==> src/iac_pkg.sv <==
// Package for the intrusion alarm controller: widths, command and register
// codes, the one-hot mode type and its mapping to the reported state code.
// No dependencies.
`default_nettype none

package iac_pkg;

    localparam int TIME_BITS_DEF = 32;
    localparam int DELAY_W       = 17;
    localparam int DEBOUNCE_W    = 16;
    localparam int CFG_W         = 17;
    localparam int CFG_IDX_W     = 2;
    localparam int FUNC_W        = 2;
    localparam int CODE_W        = 3;
    localparam int SENSOR_N      = 3;

    // command codes carried in func
    localparam logic [FUNC_W-1:0] FUNC_POLL   = 2'd0;
    localparam logic [FUNC_W-1:0] FUNC_ARM    = 2'd1;
    localparam logic [FUNC_W-1:0] FUNC_DISARM = 2'd2;

    // configuration register indexes
    localparam logic [CFG_IDX_W-1:0] CFG_ENTRY_DELAY = 2'd0;
    localparam logic [CFG_IDX_W-1:0] CFG_EXIT_DELAY  = 2'd1;
    localparam logic [CFG_IDX_W-1:0] CFG_DEBOUNCE    = 2'd2;

    localparam logic [DELAY_W-1:0]    DELAY_LOW      = 17'd5000;
    localparam logic [DELAY_W-1:0]    DELAY_HIGH     = 17'd120000;
    localparam logic [DELAY_W-1:0]    DELAY_RESET    = 17'd30000;
    localparam logic [DEBOUNCE_W-1:0] DEBOUNCE_RESET = 16'd200;

    // reported state codes
    localparam logic [CODE_W-1:0] CODE_DISARMED  = 3'd0;
    localparam logic [CODE_W-1:0] CODE_EXIT      = 3'd1;
    localparam logic [CODE_W-1:0] CODE_ARMED     = 3'd2;
    localparam logic [CODE_W-1:0] CODE_ENTRY     = 3'd3;
    localparam logic [CODE_W-1:0] CODE_TRIGGERED = 3'd4;

    // sensor bit positions in the alert mask
    localparam int SNS_MOTION = 0;
    localparam int SNS_DOOR   = 1;
    localparam int SNS_SHOCK  = 2;

    typedef enum logic [4:0] {
        MODE_DISARMED  = 5'b00001,
        MODE_EXIT      = 5'b00010,
        MODE_ARMED     = 5'b00100,
        MODE_ENTRY     = 5'b01000,
        MODE_TRIGGERED = 5'b10000
    } mode_t;

    function automatic logic [CODE_W-1:0] mode_code(input mode_t m);
        logic [CODE_W-1:0] c;
        unique case (m)
            MODE_DISARMED:  c = CODE_DISARMED;
            MODE_EXIT:      c = CODE_EXIT;
            MODE_ARMED:     c = CODE_ARMED;
            MODE_ENTRY:     c = CODE_ENTRY;
            MODE_TRIGGERED: c = CODE_TRIGGERED;
            default:        c = CODE_DISARMED;
        endcase
        return c;
    endfunction

    function automatic logic delay_ok(input logic [DELAY_W-1:0] v);
        return (v >= DELAY_LOW) && (v <= DELAY_HIGH);
    endfunction

endpackage

`default_nettype wire

==> src/iac_sensor.sv <==
// One sensor channel: rising-edge detect with a debounce window measured on
// the wrapping timestamp. Depends on iac_pkg.
`default_nettype none

module iac_sensor
    import iac_pkg::*;
#(
    parameter int TIME_BITS = TIME_BITS_DEF
) (
    input  wire logic                  clk,
    input  wire logic                  rst_n,
    input  wire logic                  update,
    input  wire logic                  level,
    input  wire logic [TIME_BITS-1:0]  now_ms,
    input  wire logic [DEBOUNCE_W-1:0] debounce_ms,
    output logic                       hit
);

    logic                 prev_reg;
    logic [TIME_BITS-1:0] accept_reg;
    logic [TIME_BITS-1:0] since;

    assign since = now_ms - accept_reg;
    assign hit   = level && !prev_reg && (since >= TIME_BITS'(debounce_ms));

    always_ff @(posedge clk or negedge rst_n)
    begin
        if (!rst_n)
        begin
            prev_reg   <= 1'b0;
            accept_reg <= '0;
        end
        else if (update)
        begin
            prev_reg <= level;
            if (hit)
            begin
                accept_reg <= now_ms;
            end
        end
    end

endmodule

`default_nettype wire

==> config.mk <==
export PLATFORM = sky130hd
export DESIGN_NAME = iac_sensor
export DESIGN_NICKNAME = d
export VERILOG_FILES = /design/src/iac_pkg.sv /design/src/iac_sensor.sv
export SDC_FILE = /design/constraint.sdc
export NUM_CORES = 1
export LEC_CHECK = 0
export BUFFER_PORTS_ARGS = -buffer_cell sky130_fd_sc_hd__buf_2
export CORE_ASPECT_RATIO = 1.1
export CORE_MARGIN = 4
export CORE_UTILIZATION = 45
export DETAILED_ROUTE_END_ITERATION = 7
export SLEW_MARGIN = 30
export SYNTH_ARGS = -nofsm -noshare
export SYNTH_HDL_FRONTEND = slang
export SYNTH_SLANG_ARGS = --single-unit
==> constraint.sdc <==
create_clock -name clk -period 7 [get_ports clk]
set_input_delay 1.4 -clock clk [delete_from_list [all_inputs] [get_ports clk]]
set_output_delay 1.4 -clock clk [all_outputs]
set_load 0.05 [all_outputs]
# Word-level counts from Yosys, hierarchy flattened

Cells that the tools add are included.

Register bits after elaboration: 33
Bits in latches: 0
Memory bits (writable): 0
Bits in read-only memories: 0
Output and inout port bits: 1
Memories: 0

Add/sub/neg operators: 1
$mul: 0
Divide/modulo/power cells: 0
$lt $le $gt $ge: 1
Equality and inequality tests: 0
Shift operators: 0
Muxes and demuxes: 0
Bitwise gates (word level): 0
Reduce and logical (&&, ||, !) cells: 4

Operators by type and width:

| cell                | count |
|---|---|
| $ge A32 B16 Y1      | 1 |
| $sub A32 B32 Y32    | 1 |
| $logic_and A1 B1 Y1 | 2 |
| $reduce_and A2 Y1   | 1 |
| $logic_not A1 Y1    | 1 |

# Depth between registers and ports, before layout

Word-level depth: 4
Depth in mapped cells: 22
Gate-level depth less buffers: 19

# Worst setup path before layout

No wires, ideal clock.

Path type: input -> output
From: input port now_ms[0]
To: output port hit
Arrival time: 5.342 ns
Required time: 5.600 ns
Setup slack: 0.258 ns
Cell stages on the path: 20
Buffers on the path: 2
Cell sequence: inv_1 ha_1 fa_1 nand2b_1 a21o_1 a31o_2 nor2_1 nor2_1 xnor2_1 ha_1 a21o_1 a21o_1 a2111oi_0 o311ai_0 a2111o_1 or4_1 buf_2 buf_6 nor3_1 nor2b_1

Word-level cells in the longest chain between the ends: 3

Ends and longest elaborated chain:

| item                | line             | RTL |
|---|---|---|
| start, declared     | iac_sensor.sv:14 | `input wire logic [TIME_BITS-1:0] now_ms,` |
| $sub A32 B32 Y32    | iac_sensor.sv:23 | `assign since = now_ms - accept_reg;` |
| $ge A32 B16 Y1      | iac_sensor.sv:24 | `assign hit = level && !prev_reg && (since >= TIME_BITS'(debounce_ms));` |
| $logic_and A1 B1 Y1 | iac_sensor.sv:24 |  |
| end, declared       | iac_sensor.sv:16 | `output logic hit` |

Every way passes these cells.

# Final worst setup path

Ends and elaborated chain as after synthesis.

==> summary.log <==
qor: power.ir_drop 247 uV
qor: worst_setup_path.timing.setup.critical_path_class in2out
qor: timing.layout_worst_path_cycle_share 96.0%
qor: worst_setup_path.cp_top_family compound AO/OA/AOI/OAI gates
qor: timing.post-route-worst-setup-slack 277 ps
qor: synthesis.synthDominantCellAreaShare 18.1%
qor: synthesis.yosys_most_used_dff sky130_fd_sc_hd__dfrtp_1
qor: synthesis.synth_edf_count 0
qor: drt.detail-route-antenna-nets 0
qor: timing.finalMaxSlewViolations 0
qor: synthesis.synth-warning-count 0
qor: synthesis.netlist_top_cells_area sky130_fd_sc_hd__dfrtp_1, sky130_fd_sc_hd__ha_1, sky130_fd_sc_hd__a21oi_1
qor: worst_setup_path.worstPathBufferInverterCount 3
qor: layout.area_growth_syn_to_layout 9.68%
qor: synthesis.syn-cell-area 4550 sq um
qor: worst_setup_path.cpPeakStageDelay 530 ps
qor: drt.routed_wl 13000 um
qor: die.floorplan.die_area 11800 sq um
qor: drt.drc_errors 0
qor: power.p_leak 2.20 nW
qor: global_routing.groute.usage.overall 22.2%
qor: cts.cts_root_buf sky130_fd_sc_hd__clkbuf_8
qor: cts.htreeDepth 2
qor: synthesis.synth_top_cells_by_count sky130_fd_sc_hd__a21oi_1, sky130_fd_sc_hd__inv_1, sky130_fd_sc_hd__ha_1, sky130_fd_sc_hd__nand3_1, sky130_fd_sc_hd__clkbuf_1
qor: worst_setup_path.r2r_cells 18
qor: placement.dpl.hpwl 9300 um
qor: layout.largest_reg_flops 32
qor: worst_setup_path.critical_path_cell_by_cell buf_2, inv_1, ha_1, fa_2, nand2b_4, a21o_1, a31o_2, nor2_1, nor2_1, xnor2_1, ha_1, a21o_1, a21o_1, a2111oi_2, o311ai_1, a2111o_1, or4_4, nor3_2, nor2b_1, buf_6
qor: layout.finish.net_count 710
qor: worst_setup_path.critical_path_data_required_time 5600 ps
qor: worst_setup_path.crit_path_start_kind primary input
qor: cts.tritoncts done
qor: die.fp-row-count 38
qor: worst_setup_path.cp.depth 20
qor: layout.final_layout_size_suffix_gt1_share 15.2%
qor: worst_setup_path.cp_data_arrival_time 5320 ps
qor: worst_setup_path.maximum_fanout_encountered_on_the_critical_timing_path 3
qor: timing.top_achievable_clock_speed 149 MHz
qor: synthesis.synth_cells 588
qor: worst_hold_path.hold_path.class reg2reg
qor: global_routing.grt_pass1_wl 22100 um
qor: cts.clk_pin_slew 70 ps
qor: worst_setup_path.critical-path-slowest-cell sky130_fd_sc_hd__or4_4
qor: run_status.status completed
qor: placement.dp_slack 38.7 ps
qor: cts.worstSkewPairLatency 310 ps
qor: die.core-area 9890 sq um
qor: global_routing.via_count_of_the_first_global_routing_pass 4532
qor: synthesis.ys_async_sr_fraction 100%
qor: power.pwr_density_cell 371 nW/um^2
qor: synthesis.synthDistinctLibCells 64
qor: timing.final_hold_viol_count 0
qor: flow_run.cap_violations 0
qor: die.floorplan.io_pins 53
qor: layout.diodes 0
qor: worst_setup_path.r2r_end accept_reg[29]$_DFFE_PN0P_
qor: global_routing.overflow_left_after_global_routing 0
qor: synthesis.synth.most_common_cell sky130_fd_sc_hd__a21oi_1
qor: drt.drt_pass1_iterations 4
qor: cts.clock_sink_count 33
qor: cts.cts_made_buffers 5
qor: worst_hold_path.worstHoldStart prev_reg$_DFFE_PN0P_
qor: timing.setup-tns-final 0 ps
qor: synthesis.ys_seq_elements 33
qor: worst_hold_path.number_of_cells_traversed_by_the_worst_hold_path 1
qor: drt.dr.first_iter.drc_count 239
qor: worst_hold_path.worstHoldEndpoint prev_reg$_DFFE_PN0P_
qor: global_routing.antenna_found_initial 0
qor: timing.timing.final.setup_violations 0
qor: synthesis.synthesis.area_per_instance 7.74 sq um
qor: timing.fin_crit 6720 ps
qor: timing.rsz0062_at_grt no
qor: worst_setup_path.r2r-start accept_reg[0]$_DFFE_PN0P_
qor: worst_setup_path.worstSetupStartpoint now_ms[0]
qor: worst_setup_path.cp-end-kind output port
qor: synthesis.ys_seq_area_share 18.1%
qor: cts.ctsLongestPathBuffers 2
qor: worst_setup_path.worst_path_most_repeated_cell sky130_fd_sc_hd__a21o_1
qor: timing.slew_headroom 39.2%
qor: die.start_util 46.0%
qor: placement.placement.io_buffers 52
qor: die.floorplan.die.height 113 um
qor: cts.post_cts_hold_buffer_count 0
qor: timing.skew 15.2 ps
qor: global_routing.grt_max_degree 98
qor: die.die_width 104 um
qor: placement.finalWeightedCongestion 0.883
qor: timing.worst_pin_slew 911 ps
qor: drt.vias_per_cell 6.29
qor: synthesis.yosys.area.top_type sky130_fd_sc_hd__dfrtp_1
qor: synthesis.syn_nets 688
qor: worst_setup_path.regToRegSetupSlack 2100 ps
qor: drt.detailroute.via_count 4597
qor: drt.wl_per_cell 17.7 um
[kinds of logic (layout without fill, tap and decap cells)]
logic type	count (synthesis)	after routing	synth area share, %
DFF	33	33	18.1
xor gates and xnor gates	25	25	4.81
buffers and inverters	111	134	10.2
adders and majority gates	48	48	13.4
and+or+nand+nor	155	155	18.9
muxes	2	2	0.467
AOI/OAI and AO/OA	214	214	34.2
[power breakdown]
group	total (mW)	internal, mW	switching [mW]
registers	0.279	0.258	0.0204
clock network	0.151	0.0709	0.0804
logic	1.42	0.552	0.869
total	1.85	0.881	0.970
[stage by stage]
step                std cells  util (%)  hold WS, ps  power [mW]  area, sq um
global route              731      50.5          605        2.05         4990
floorplan                 588         -          481        1.33         4550
CTS                       730      49.9          581        1.82         4940
finish                    731      50.5          579        1.85         4990
detailed placement        722      49.1          565        1.66         4860
global placement          722      49.1          555        1.64         4860
[routing by layer]
layer | wire length, um | track usage [%] | vias up
met4 | 139 | 4.34 | 0
met3 | 493 | 3.34 | 12
met1 | 6110 | 29.7 | 2185
met5 | 0 | 0 | -
li1 | - | - | 2304
met2 | 6210 | 38.4 | 96
[cell type report]
type / instances / area [sq um]
repair buffers: 68 / 387
multi-input cells: 444 / 3330
clock buffers: 8 / 80.1
inverters: 58 / 218
flip-flops and latches: 33 / 826
fillers: 1021 / 4900
well taps: 120 / 150
[how the worst max path moves through the flow]
| stage | to | slack, ps |
|---|---|---|
| after floorplan | hit | 260 |
| after global placement | hit | 110 |
| after detailed placement | hit | 40 |
| after CTS | hit | 10 |
| after global routing | hit | 20 |
| final | hit | 280 |
[timing repair]
item                                    4_1_cts  5_1_grt
endpoints found under the setup margin        0        1
buffers inserted                              0        1
gates resized for setup                       0       14
endpoints found under the hold margin         0        0
[layout by cell type (no fill, tap or decap), drive strengths merged, types with 18 or more instances in the layout]
cell type	n
buf	68
a21oi	67
inv	58
ha	47
nand3	42
o2111ai	34
a41oi	33
dfrtp	33
or4	31
nand2	25
nor2	19
a21o	18
(Power assumes the default switching activity.)
